$ cat src/rtl/isotp_receive_reassembler_unit_assert.svh
// ----------------------------------------------------------------------------
// isotp receive reassembler assertion macros
// shared property forms for the concurrent checks of the reassembler
// ----------------------------------------------------------------------------
`ifndef ISOTP_RECEIVE_REASSEMBLER_UNIT_ASSERT_SVH
`define ISOTP_RECEIVE_REASSEMBLER_UNIT_ASSERT_SVH

// same-cycle implication, checked out of reset
`define ISOTP_RR_ASSERT_NOW(lbl, ante, cons, msg) \
  lbl: assert property (@(posedge clk_i) disable iff (!rst_ni) (ante) |-> (cons)) \
    else $error(msg);

// next-cycle implication, checked out of reset
`define ISOTP_RR_ASSERT_NEXT(lbl, ante, cons, msg) \
  lbl: assert property (@(posedge clk_i) disable iff (!rst_ni) (ante) |=> (cons)) \
    else $error(msg);

`endif

$ cat src/rtl/isotp_rr_pkg.sv
// ----------------------------------------------------------------------------
// isotp_rr_pkg
// types and constants shared by the receive reassembler modules
// ----------------------------------------------------------------------------
package isotp_rr_pkg;

  // frame kinds from the upper nibble of byte 0
  localparam logic [3:0] KIND_SINGLE = 4'h0;
  localparam logic [3:0] KIND_FIRST  = 4'h1;
  localparam logic [3:0] KIND_CONSEC = 4'h2;

  // byte counts per frame kind
  localparam logic [2:0] MAX_CHUNK   = 3'd7;
  localparam logic [2:0] FIRST_BYTES = 3'd6;

  // item field widths
  localparam int unsigned IdW    = 29;
  localparam int unsigned DataW  = 64;
  localparam int unsigned IdxW   = 12;
  localparam int unsigned LenW   = 12;
  localparam int unsigned CntW   = 13;
  localparam int unsigned AddrW  = 14;
  localparam int unsigned InTdW  = 112;
  localparam int unsigned OutTdW = 24;

  typedef enum logic [1:0] {
    ST_OK         = 2'd0,
    ST_BAD_SINGLE = 2'd1,
    ST_TOO_LONG   = 2'd2,
    ST_SEQ_ERR    = 2'd3
  } isotp_rr_status_e;

  // byte write burst handed from control to the store
  typedef struct packed {
    logic [2:0]       count;
    logic [AddrW-1:0] base;
    logic [55:0]      bytes;
  } isotp_rr_wr_t;

  // per-item result of a frame
  typedef struct packed {
    isotp_rr_status_e status;
    logic             done;
    logic [LenW-1:0]  length;
  } isotp_rr_res_t;

endpackage

$ cat src/rtl/isotp_rr_ctrl.sv
// ----------------------------------------------------------------------------
// isotp_rr_ctrl
// frame decode, reception state and write burst generation
// ----------------------------------------------------------------------------
module isotp_rr_ctrl import isotp_rr_pkg::*; #(
  parameter int unsigned BUFFER_BYTES = 4096
) (
  input  logic             clk_i,
  input  logic             rst_ni,
  input  logic             cfg_we_i,
  input  logic [IdW-1:0]   cfg_wdata_i,
  input  logic             frame_acc_i,
  input  logic [IdW-1:0]   frame_id_i,
  input  logic [DataW-1:0] frame_data_i,
  output isotp_rr_wr_t     wr_o,
  output isotp_rr_res_t    res_o
);

  localparam logic [CntW-1:0] LenLimit = CntW'(BUFFER_BYTES);

  logic [IdW-1:0]  rid_q;
  logic [LenW-1:0] exp_q, exp_d;
  logic [CntW-1:0] cnt_q, cnt_d;
  logic [3:0]      seq_q, seq_d;
  logic            rcv_q, rcv_d;

  logic [3:0]      kind;
  logic [3:0]      nib;
  logic [LenW-1:0] first_len;
  logic [15:0]     remain;
  logic [2:0]      chunk;
  logic [CntW-1:0] cnt_sum;

  assign kind      = frame_data_i[7:4];
  assign nib       = frame_data_i[3:0];
  assign first_len = {nib, frame_data_i[15:8]};
  assign remain    = 16'(exp_q) - 16'(cnt_q);
  assign chunk     = (remain > 16'(MAX_CHUNK)) ? MAX_CHUNK : remain[2:0];
  assign cnt_sum   = cnt_q + CntW'(chunk);

  // decode one frame against the current reception state
  always_comb begin
    exp_d = exp_q;
    cnt_d = cnt_q;
    seq_d = seq_q;
    rcv_d = rcv_q;
    wr_o  = '0;
    res_o = '0;
    if (frame_id_i == rid_q) begin
      case (kind)
        KIND_SINGLE: begin
          if (nib == 4'd0 || nib > 4'(MAX_CHUNK)) begin
            res_o.status = ST_BAD_SINGLE;
          end else begin
            wr_o.count   = nib[2:0];
            wr_o.bytes   = frame_data_i[63:8];
            res_o.done   = 1'b1;
            res_o.length = LenW'(nib);
          end
        end
        KIND_FIRST: begin
          exp_d = first_len;
          if ({1'b0, first_len} > LenLimit) begin
            res_o.status = ST_TOO_LONG;
          end else begin
            wr_o.count = FIRST_BYTES;
            wr_o.bytes = {8'h00, frame_data_i[63:16]};
            cnt_d      = CntW'(FIRST_BYTES);
            seq_d      = 4'd1;
            rcv_d      = 1'b1;
          end
        end
        KIND_CONSEC: begin
          if (rcv_q) begin
            if (nib != seq_q) begin
              rcv_d        = 1'b0;
              res_o.status = ST_SEQ_ERR;
            end else begin
              seq_d      = seq_q + 4'd1;
              wr_o.count = chunk;
              wr_o.base  = AddrW'(cnt_q);
              wr_o.bytes = frame_data_i[63:8];
              cnt_d      = cnt_sum;
              if (cnt_sum >= {1'b0, exp_q}) begin
                rcv_d        = 1'b0;
                res_o.done   = 1'b1;
                res_o.length = exp_q;
              end
            end
          end
        end
        default: begin
        end
      endcase
    end
  end

  // reception state moves only on an accepted frame
  always_ff @(posedge clk_i or negedge rst_ni) begin
    if (!rst_ni) begin
      rid_q <= '0;
      exp_q <= '0;
      cnt_q <= '0;
      seq_q <= '0;
      rcv_q <= 1'b0;
    end else begin
      if (cfg_we_i) begin
        rid_q <= cfg_wdata_i;
      end
      if (frame_acc_i) begin
        exp_q <= exp_d;
        cnt_q <= cnt_d;
        seq_q <= seq_d;
        rcv_q <= rcv_d;
      end
    end
  end

endmodule

$ cat config.mk
export PLATFORM = sky130hd
export DESIGN_NAME = isotp_rr_ctrl
export DESIGN_NICKNAME = d
export VERILOG_FILES = /design/src/rtl/isotp_receive_reassembler_unit_assert.svh /design/src/rtl/isotp_rr_pkg.sv /design/src/rtl/isotp_rr_ctrl.sv
export SDC_FILE = /design/constraint.sdc
export NUM_CORES = 1
export LEC_CHECK = 0
export CAP_MARGIN = 20
export CORE_MARGIN = 2
export CORE_UTILIZATION = 60
export CTS_BUF_LIST = sky130_fd_sc_hd__clkbuf_4
export DETAILED_ROUTE_END_ITERATION = 12
export DONT_BUFFER_PORTS = 1
export GPL_TIMING_DRIVEN = 0
export PLACE_DENSITY_LB_ADDON = 0.2
export SLEW_MARGIN = 20
export SYNTH_ARGS = -nofsm -noshare
export SYNTH_HDL_FRONTEND = slang
export SYNTH_SLANG_ARGS = --single-unit
$ cat constraint.sdc
create_clock -name clk_i -period 4.53 [get_ports clk_i]
set_input_delay 0 -clock clk_i [delete_from_list [all_inputs] [get_ports clk_i]]
set_output_delay 0 -clock clk_i [all_outputs]
set_load 0.02 [all_outputs]
* Yosys cells after proc, flatten, opt, wreduce, memory -nomap -nowiden
Cells that the tools add are included.
Word-level totals: register bits after elaboration 59, input bits 126, output and inout bits 88, word-level logic and storage cells 60
Operators by class: add/subtract/negate cells 3, order comparisons 4, equal/unequal tests 7, mux-type cells 34, reductions and logical operators 7
Operator list (number):
- $mux 73 | 3
- $pmux 56 s3 | 1
- $mux 13 | 6
- $mux 56 | 1
- $pmux 13 s2 | 2
- $mux 48 | 1
- $mux 15 | 2
- $eq 29x29->1 | 1
- $gt 16x3->1 const B | 1
- $mux 14 | 1
- $sub 12x13->14 | 1
- $add 13x3->13 | 1
- $ge 13x12->1 | 1
- $gt 12x13->1 const B | 1
- $mux 4 | 3
- $mux 3 | 3
- $pmux 3 s3 | 1
- $logic_not 4->1 | 2
- $pmux 4 s2 | 1
- $ne 2x2->1 const B | 3
- $pmux 2 s3 | 1
- $reduce_and 6->1 | 1
- $mux 1 | 5
- $add 4x1->4 const B | 1
- other kinds (10) | 11

* Longest topological paths before layout
Gate-level depths: netlist (run 1).
depth after elaboration 10, depth in mapped cells 27, mapped depth without buffers 25

* Worst setup path after synthesis (run 1)
OpenSTA, ideal clock, no wires.
kind register -> output, start reg cnt_q[4], end out res_o[0] (netlist bit), arrival 4881 ps, data required time 4530 ps, slack -351 ps, cell stages (with the launch flop) 26, buffers on the path 2, cells stage by stage dfrtp_1 -> clkbuf_1 -> inv_1 -> ha_1 -> or3_2 -> a41o_1 -> a211o_2 -> nand4_1 -> or4_4 -> nor3_1 -> nand2b_1 -> inv_1 -> fa_1 -> nand2b_1 -> a21oi_1 -> nand2_1 -> xnor2_1 -> ha_1 -> a211o_1 -> o2111ai_1 -> a21oi_1 -> a21oi_1 -> nor2_1 -> clkbuf_1 -> a22oi_1 -> nor2_1
RTL lines:
- start: declaration | RTL line isotp_rr_ctrl.sv:23 | logic [CntW-1:0] cnt_q, cnt_d;
- start signal: assignment | RTL line isotp_rr_ctrl.sv:112 | cnt_q <= cnt_d;
- end: declaration | RTL line isotp_rr_ctrl.sv:16 | output isotp_rr_res_t res_o

==> reports/metrics.cfg, run 1 <==
[sta]
finalSetupTns_ns=-13.30
fin_crit_ns=5.54
rsz0062_at_grt=yes
setup_viol=14
slew_violations=0
fmax_mhz=181
layout_setup_ws_ns=-1.01
final.period_utilization=1.22
tightest_slew_ns=0.781
clock_skew_ns=0.0315
hold_viol=0
slew_headroom=0.476

[critical_path]
r2r-end=rcv_q
worstPathMaxFanout=5
start_kind=flip-flop
criticalPathCategory=flip-flop to output port
end_kind=output port
rr_worst_depth=26
crit_start=exp_q[0]
ff2ff_setup_slack_ns=-0.60
crit_path_end=res_o[2]
r2r-start=exp_q[0]
crit_arrival_ns=5.54
cp.required_ns=4.53

[floorplanning]
core_area_um2=8130
die_w_um=95.2
start_util=0.614
num_rows=33
die_area_um2=9060
die_h_um=95.2
boundaryPins=214

[yosys]
synth-edff-count=0
synthArstFlopShare=1.00
synthCells=575
avgSynthCellArea_um2=8.68
synth_cell_types=56
syn_nets=730
syn_area_um2=4990
yosys_warnings=0
synth-seq-cells=59
yosysSeqAreaShare=0.296
synth_top_flop_cell=dfrtp_1

[finish]
nets=810
diodes=0
final_core_util=0.769
drive_gt1_frac=0.245
synthToLayoutAreaGrowth_pct=25.4

[grt]
antenna_found_initial=0
gr-usage-all-layers=0.353
grt.overflow.total=0
grt_pass1_vias=4737
grt_pass1_wl_mm=24.0
grtUsageMet2=0.606
grtUsageMet1=0.426
grt-busiest-layer=met2
grt_util_met3=0.0704
grt_max_degree=60

[routing]
vias=5012
drt-wirelength-per-cell_um=22.0
routed_wirelength_mm=16.8
drc_errors=0
dr.pass1.iters=5
drt_iter0_drc=344
ant_nets=0
viasPerCell=6.55

[run_status]
status=finished with violations
violations=setup timing

[clock_network]
clk_latency_ns=0.43
clk_pin_slew_ns=0.12
cts_sinks=59
cts_max_path_buffers=2
tritoncts=built
root_buffer=clkbuf_4
cts_buffers=9
cts_htree_levels=3

[run]
cap_violations=0

[power]
power.density_nw_per_um2=189
ir_drop_mv=0.205
p_leak_nw=2.60

[placed_design]
post-dp-hpwl_mm=11.7
place_congestion=0.966
port_buffers=0

[worst_hold_path]
hold_class=input port to flip-flop

-- where the power goes --
part	switching [mW]	total [mW]	internal (mW)
registers	0.0233	0.576	0.552
logic	0.0599	0.142	0.0824
clock network	0.234	0.462	0.227
total	0.317	1.18	0.862
-- critical path, stage by stage, from the launching register on --
cell      delay [ns]
dfrtp_1         0.42
inv_2           0.08
ha_4            0.14
inv_2           0.04
fa_2            0.33
a21o_1          0.21
a31oi_4         0.22
o21ai_2         0.09
xor2_1          0.18
or4_4           0.56
or4_4           0.55
nand2_2         0.09
fa_2            0.20
nand2b_4        0.14
a21oi_4         0.06
buf_6           0.12
nand4_1         0.12
xnor2_2         0.10
ha_1            0.33
a21o_1          0.21
a21oi_2         0.16
nand2_2         0.09
a21oi_4         0.17
nor2_4          0.08
buf_8           0.15
a22oi_2         0.17
nor2_4          0.09
-- repair_timing --
item / in CTS / in global routing
endpoints found under the setup margin: 14 / 14
gates resized for setup: 27 / 20
endpoints found under the hold margin: 106 / 0
pin swaps: 27 / 31
hold buffers: 45 / 0
cloned: 1 / 0
setup buffers: 13 / 13
-- layout by cell type, fill, tap and decap left out, drive strengths merged, types with 9 or more instances in the layout --
cell type / n
dfrtp: 59
and2: 12
mux2: 43
nor3: 12
xor2: 25
dlygate4sd3: 44
nor2: 52
nand2: 36
clkbuf: 39
ha: 27
nand3: 10
inv: 38
a21oi: 15
and3: 27
a22oi: 44
o21ai: 17
a22o: 9
xnor2: 25
nand4: 10
buf: 33
-- worst min-delay path by stage --
stage,startpoint,to,depth (start not counted)
after floorplan,rst_ni,cnt_q[0],0
after global placement,rst_ni,cnt_q[11],0
after detailed placement,rst_ni,rid_q[19],0
after CTS,frame_data_i[6],rcv_q,4
after global routing,frame_acc_i,exp_q[1],2
final,frame_data_i[6],rcv_q,4
-- cell usage after synthesis, types with 2 or more instances --
master,number,share of area
a211oi_1,5,0.0075
o21a_1,2,0.0030
nand4_1,10,0.013
a211o_1,6,0.011
nor3_1,12,0.012
inv_1,37,0.028
nand3_1,10,0.010
fa_1,2,0.0080
o2111ai_1,2,0.0035
mux2_2,43,0.097
o211ai_1,3,0.0045
ha_1,27,0.068
nand2_1,36,0.027
a221oi_1,2,0.0035
o21ai_1,2,0.0020
nor4_1,6,0.0075
o21ai_0,15,0.015
nand2b_1,5,0.0063
nor2b_1,2,0.0025
dfrtp_1,59,0.30
nor2_1,52,0.039
a21oi_1,15,0.015
buf_6,3,0.0068
and3_1,27,0.034
and2_1,12,0.015
a31oi_1,6,0.0075
o31ai_1,3,0.0045
or2_2,3,0.0038
a22oi_1,44,0.066
or4_4,2,0.0045
a21o_1,7,0.011
a22o_1,9,0.016
clkbuf_1,33,0.025
a41o_1,3,0.0060
xnor2_1,25,0.044
xor2_1,25,0.044
-- cells by family (layout without fill, tap and decap cells) --
family / after synthesis / after routing / share of synthesized area
compound gates: 131 / 131 / 0.189
xor+xnor: 50 / 50 / 0.0877
fa+ha+maj: 29 / 29 / 0.0757
buf+inv: 75 / 160 / 0.0617
flops: 59 / 59 / 0.296
mux: 44 / 44 / 0.0990
other cells: 1 / 1 / 0.000751
simple gates: 186 / 186 / 0.190
-- through the flow --
stage	power, mW	instance area [um^2]	hold WS (ns)	instances	setup WS, ns
after floorplan	0.656	5100	-0.296	575	-0.182
after global placement	0.666	5230	-0.295	680	-0.984
after detailed placement	0.672	5230	-0.294	680	-1.02
after CTS	1.16	6070	0.0131	752	-1.06
after global routing	1.21	6260	0.0596	765	-1.16
final	1.18	6260	0.0361	765	-1.01
-- layout make-up --
cell class                      instances  area (um^2)
Buffer                                 35          170
Clock buffer                            9         67.6
Clock inverter                          7          100
Fill cell                             540         1880
Inverter                               37          139
Multi-Input combinational cell        441         3490
Sequential cell                        59         1480
Tap cell                              105          131
Timing Repair Buffer                   72          674
-- registers in the layout, indices dropped and copies added (netlist names) --
register and cells:
cnt_q 13, exp_q 12, rcv_q 1, rid_q 29
seq_q 4
-- per-layer routing --
layer	vias up	routed length, um
li1	2236	-
met4	0	729
met3	50	1480
met2	335	8360
met5	-	0
met1	2391	6270
Power figures use the tool's default switching activity.
==> inputs of run 2 (changes only) <==
- ABC_AREA: unset -> 1
- CORE_UTILIZATION: 60 -> 61
==> run 2 against run 1 <==
The run still ends with setup timing left. Via count grew 26%. Sequential power is essentially flat. Combinational power grew 18%. Largest power group unchanged. Highest routed layer unchanged.
==> reports/metrics.cfg, run 2 <==
[grt]
grt_pass1_vias=5954  ; +26%
grt.overflow.total=0  ; unchanged
grt_max_degree=60  ; unchanged
antenna_found_initial=0  ; unchanged
grt_pass1_wl_mm=29.8  ; +24%
gr-usage-all-layers=0.395  ; +0.0421

[sta]
finalSetupTns_ns=-12.01  ; +1.28 ns
rsz0062_at_grt=yes
tightest_slew_ns=0.986  ; +0.206 ns
fin_crit_ns=5.47  ; -0.0635 ns
slew_violations=0  ; unchanged
slew_headroom=0.342  ; -0.134
final.period_utilization=1.21  ; -0.0140
clock_skew_ns=0.0265  ; -0.00497 ns
layout_setup_ws_ns=-0.944  ; +0.0635 ns
setup_viol=14  ; unchanged
fmax_mhz=183  ; +1.2%
hold_viol=0  ; unchanged

[yosys]
synthArstFlopShare=1.00  ; unchanged
synth_top_flop_cell=dfrtp_1
synth-xor-area-share=0.0512  ; -0.0366
synth-seq-cells=59  ; unchanged
syn_nets=918  ; +26%
avgSynthCellArea_um2=6.95  ; -20%
synthCells=763  ; +33%
muxShareOfSynthArea=0.0531  ; -0.0460
syn_area_um2=5310  ; +6.3%
yosys_warnings=0  ; unchanged
synthSimpleGateAreaFrac=0.314  ; +0.124
synthAdderAreaFrac=0.0712  ; -0.00450
synth_cell_types=41  ; -27%
synth_compound_area_frac=0.129  ; -0.0603
netlist.area_leader.share=0.278  ; -0.0176
yosysMostFrequentCell=nand2_1
yosysTopAreaCell=dfrtp_1
synth.area.top_cells=dfrtp_1 (28%), nand2_1 (10%), inv_1 (7.0%)
synth-edff-count=0  ; unchanged
yosysSeqAreaShare=0.278  ; -0.0176
ys_top_cells_by_count=nand2_1 (142), inv_1 (99), nor2_1 (85)
synth_top_family_by_area=simple AND/OR/NAND/NOR gates

[floorplanning]
die_h_um=97.3  ; +2.2%
core_area_um2=8590  ; +5.6%
num_rows=34  ; +3.0%
die_area_um2=9460  ; +4.4%
start_util=0.618  ; +0.00390
die_w_um=97.3  ; +2.2%
boundaryPins=214  ; unchanged

[finish]
regMostFlops=rid_q
reg.largest.list=rid_q x29, cnt_q x13, exp_q x12
nets=1014  ; +25%
final_core_util=0.793  ; +0.0235
final_area_um2=6810  ; +8.9%
drive_gt1_frac=0.228  ; -0.0172
nFillCells=544  ; +0.74%
final_common_cell=nand2_1
synthToLayoutAreaGrowth_pct=28.4
largest_reg_flops=29  ; unchanged
diodes=0  ; unchanged
layout_common_cells=nand2_1 (132), inv_1 (85), nor2_1 (79), dfrtp_1 (57), nand3_1 (55)

[critical_path]
cpLargestDelayFamily=simple AND/OR/NAND/NOR gates
r2r-start=exp_q[0]
cp.required_ns=4.53  ; about the same
r2r-end=rcv_q
crit_buf_inv=3  ; -1
crit_arrival_ns=5.47  ; -0.07 ns
worstPathMaxFanout=6  ; +1
rr_worst_depth=35  ; +35%
cp_slowest_cell=dfrtp_1
crit_top_cell=nand2_2
criticalPathCategory=flip-flop to output port
start_kind=flip-flop
ff2ff_setup_slack_ns=-0.36  ; +0.24 ns
cp_slowest_stage_delay_ns=0.41  ; -0.15 ns
end_kind=output port

[run_status]
violations=setup timing
status=finished with violations

[routing]
drt_iter0_drc=654  ; +90%
dr.pass1.iters=9  ; +4
drt-wirelength-per-cell_um=21.3  ; -3.2%
viasPerCell=6.49  ; -0.91%
drc_errors=0  ; unchanged
routed_wirelength_mm=20.7  ; +23%
ant_nets=0  ; unchanged
vias=6304  ; +26%

[placed_design]
post-dp-hpwl_mm=13.0  ; +11%
place_congestion=0.944  ; -2.2%
dp_slack_ns=-1.32  ; -0.300 ns
place_area_um2=5440  ; +4.1%
port_buffers=0  ; unchanged

[worst_hold_path]
hold_class=input port to flip-flop
worstHoldEndpoint=cnt_q[1]
whs_path_depth=5  ; +1
hp-start=frame_data_i[5]

[power]
p_leak_nw=3.06  ; +17%
p_total_mw=1.15  ; -2.7%
ir_drop_mv=0.225  ; +10%
power.density_nw_per_um2=168  ; -11%

[clock_network]
root_buffer=clkbuf_4
cts_sinks=59  ; unchanged
clk_pin_slew_ns=0.11  ; about the same
cts_buffers=9  ; unchanged
tritoncts=built
cts_htree_levels=3  ; unchanged
cts_max_path_buffers=2  ; unchanged
clk_latency_ns=0.45  ; +0.02 ns

[run]
cap_violations=0  ; unchanged

[run 2: how the worst max path moves through the flow]
stage / depth (start not counted) / end / from / slack [ns]
after floorplan: 34 / res_o[10] / exp_q[0] / -0.12
after global placement: 34 / res_o[10] / exp_q[0] / -1.22
after detailed placement: 34 / res_o[4] / exp_q[0] / -1.32
after CTS: 34 / res_o[4] / exp_q[0] / -0.92
after global routing: 33 / res_o[5] / cnt_q[7] / -1.13
final: 34 / res_o[5] / exp_q[0] / -0.94
[run 2: final cells by class]
type	instances	area (um^2)	share of cell area
clock buffers	9	67.6	0.00992
plain buffers	26	139	0.0204
repair buffers	84	768	0.113
clock inverters	6	66.3	0.00973
well taps	108	135	0.0198
flip-flops and latches	59	1480	0.217
multi-input cells	571	3750	0.550
inverters	108	410	0.0602
[run 2: per-layer routing]
layer	routed length, um	up-vias	GRT usage
li1	-	2720	-
met5	0	-	0
met2	9880	544	0.660
met4	1530	0	0.206
met1	7120	2908	0.477
met3	2160	132	0.0914
[run 2: kinds of logic after synthesis]
logic type | count (synthesis)
simple gates | 370
other cells | 1
flops | 59
xor+xnor | 31
buf+inv | 134
compound gates | 114
fa+ha+maj | 29
mux | 25
[run 2: through the flow]
step	instances	hold slack (ns)
after floorplan	763	-0.296
after global placement	871	-0.295
after detailed placement	871	-0.295
after CTS	956	0.000757
after global routing	971	0.0501
final	971	0.0114
[run 2: power by group]
group          internal, mW  switching [mW]
combinational        0.0855          0.0819
clock                 0.166           0.239
sequential            0.552          0.0238
[run 2: worst reg2reg max path: cells and delay by family (launching register included)]
kind,cells,cell delay (ns)
DFF,1,0.41
and+or+nand+nor,26,2.87
buffers and inverters,3,0.16
AOI/OAI and AO/OA,2,0.36
adders and majority gates,4,0.95
[run 2: timing repair]
| action | 4_1_cts | 5_1_grt |
|---|---|---|
| buffers inserted | 22 | 17 |
| setup endpoints to repair | 14 | 15 |
| hold buffers | 47 | 1 |
| gates cloned | 1 | 0 |
| resized for setup | 61 | 43 |
| endpoints found under the hold margin | 108 | 1 |
| pin swaps | 20 | 33 |
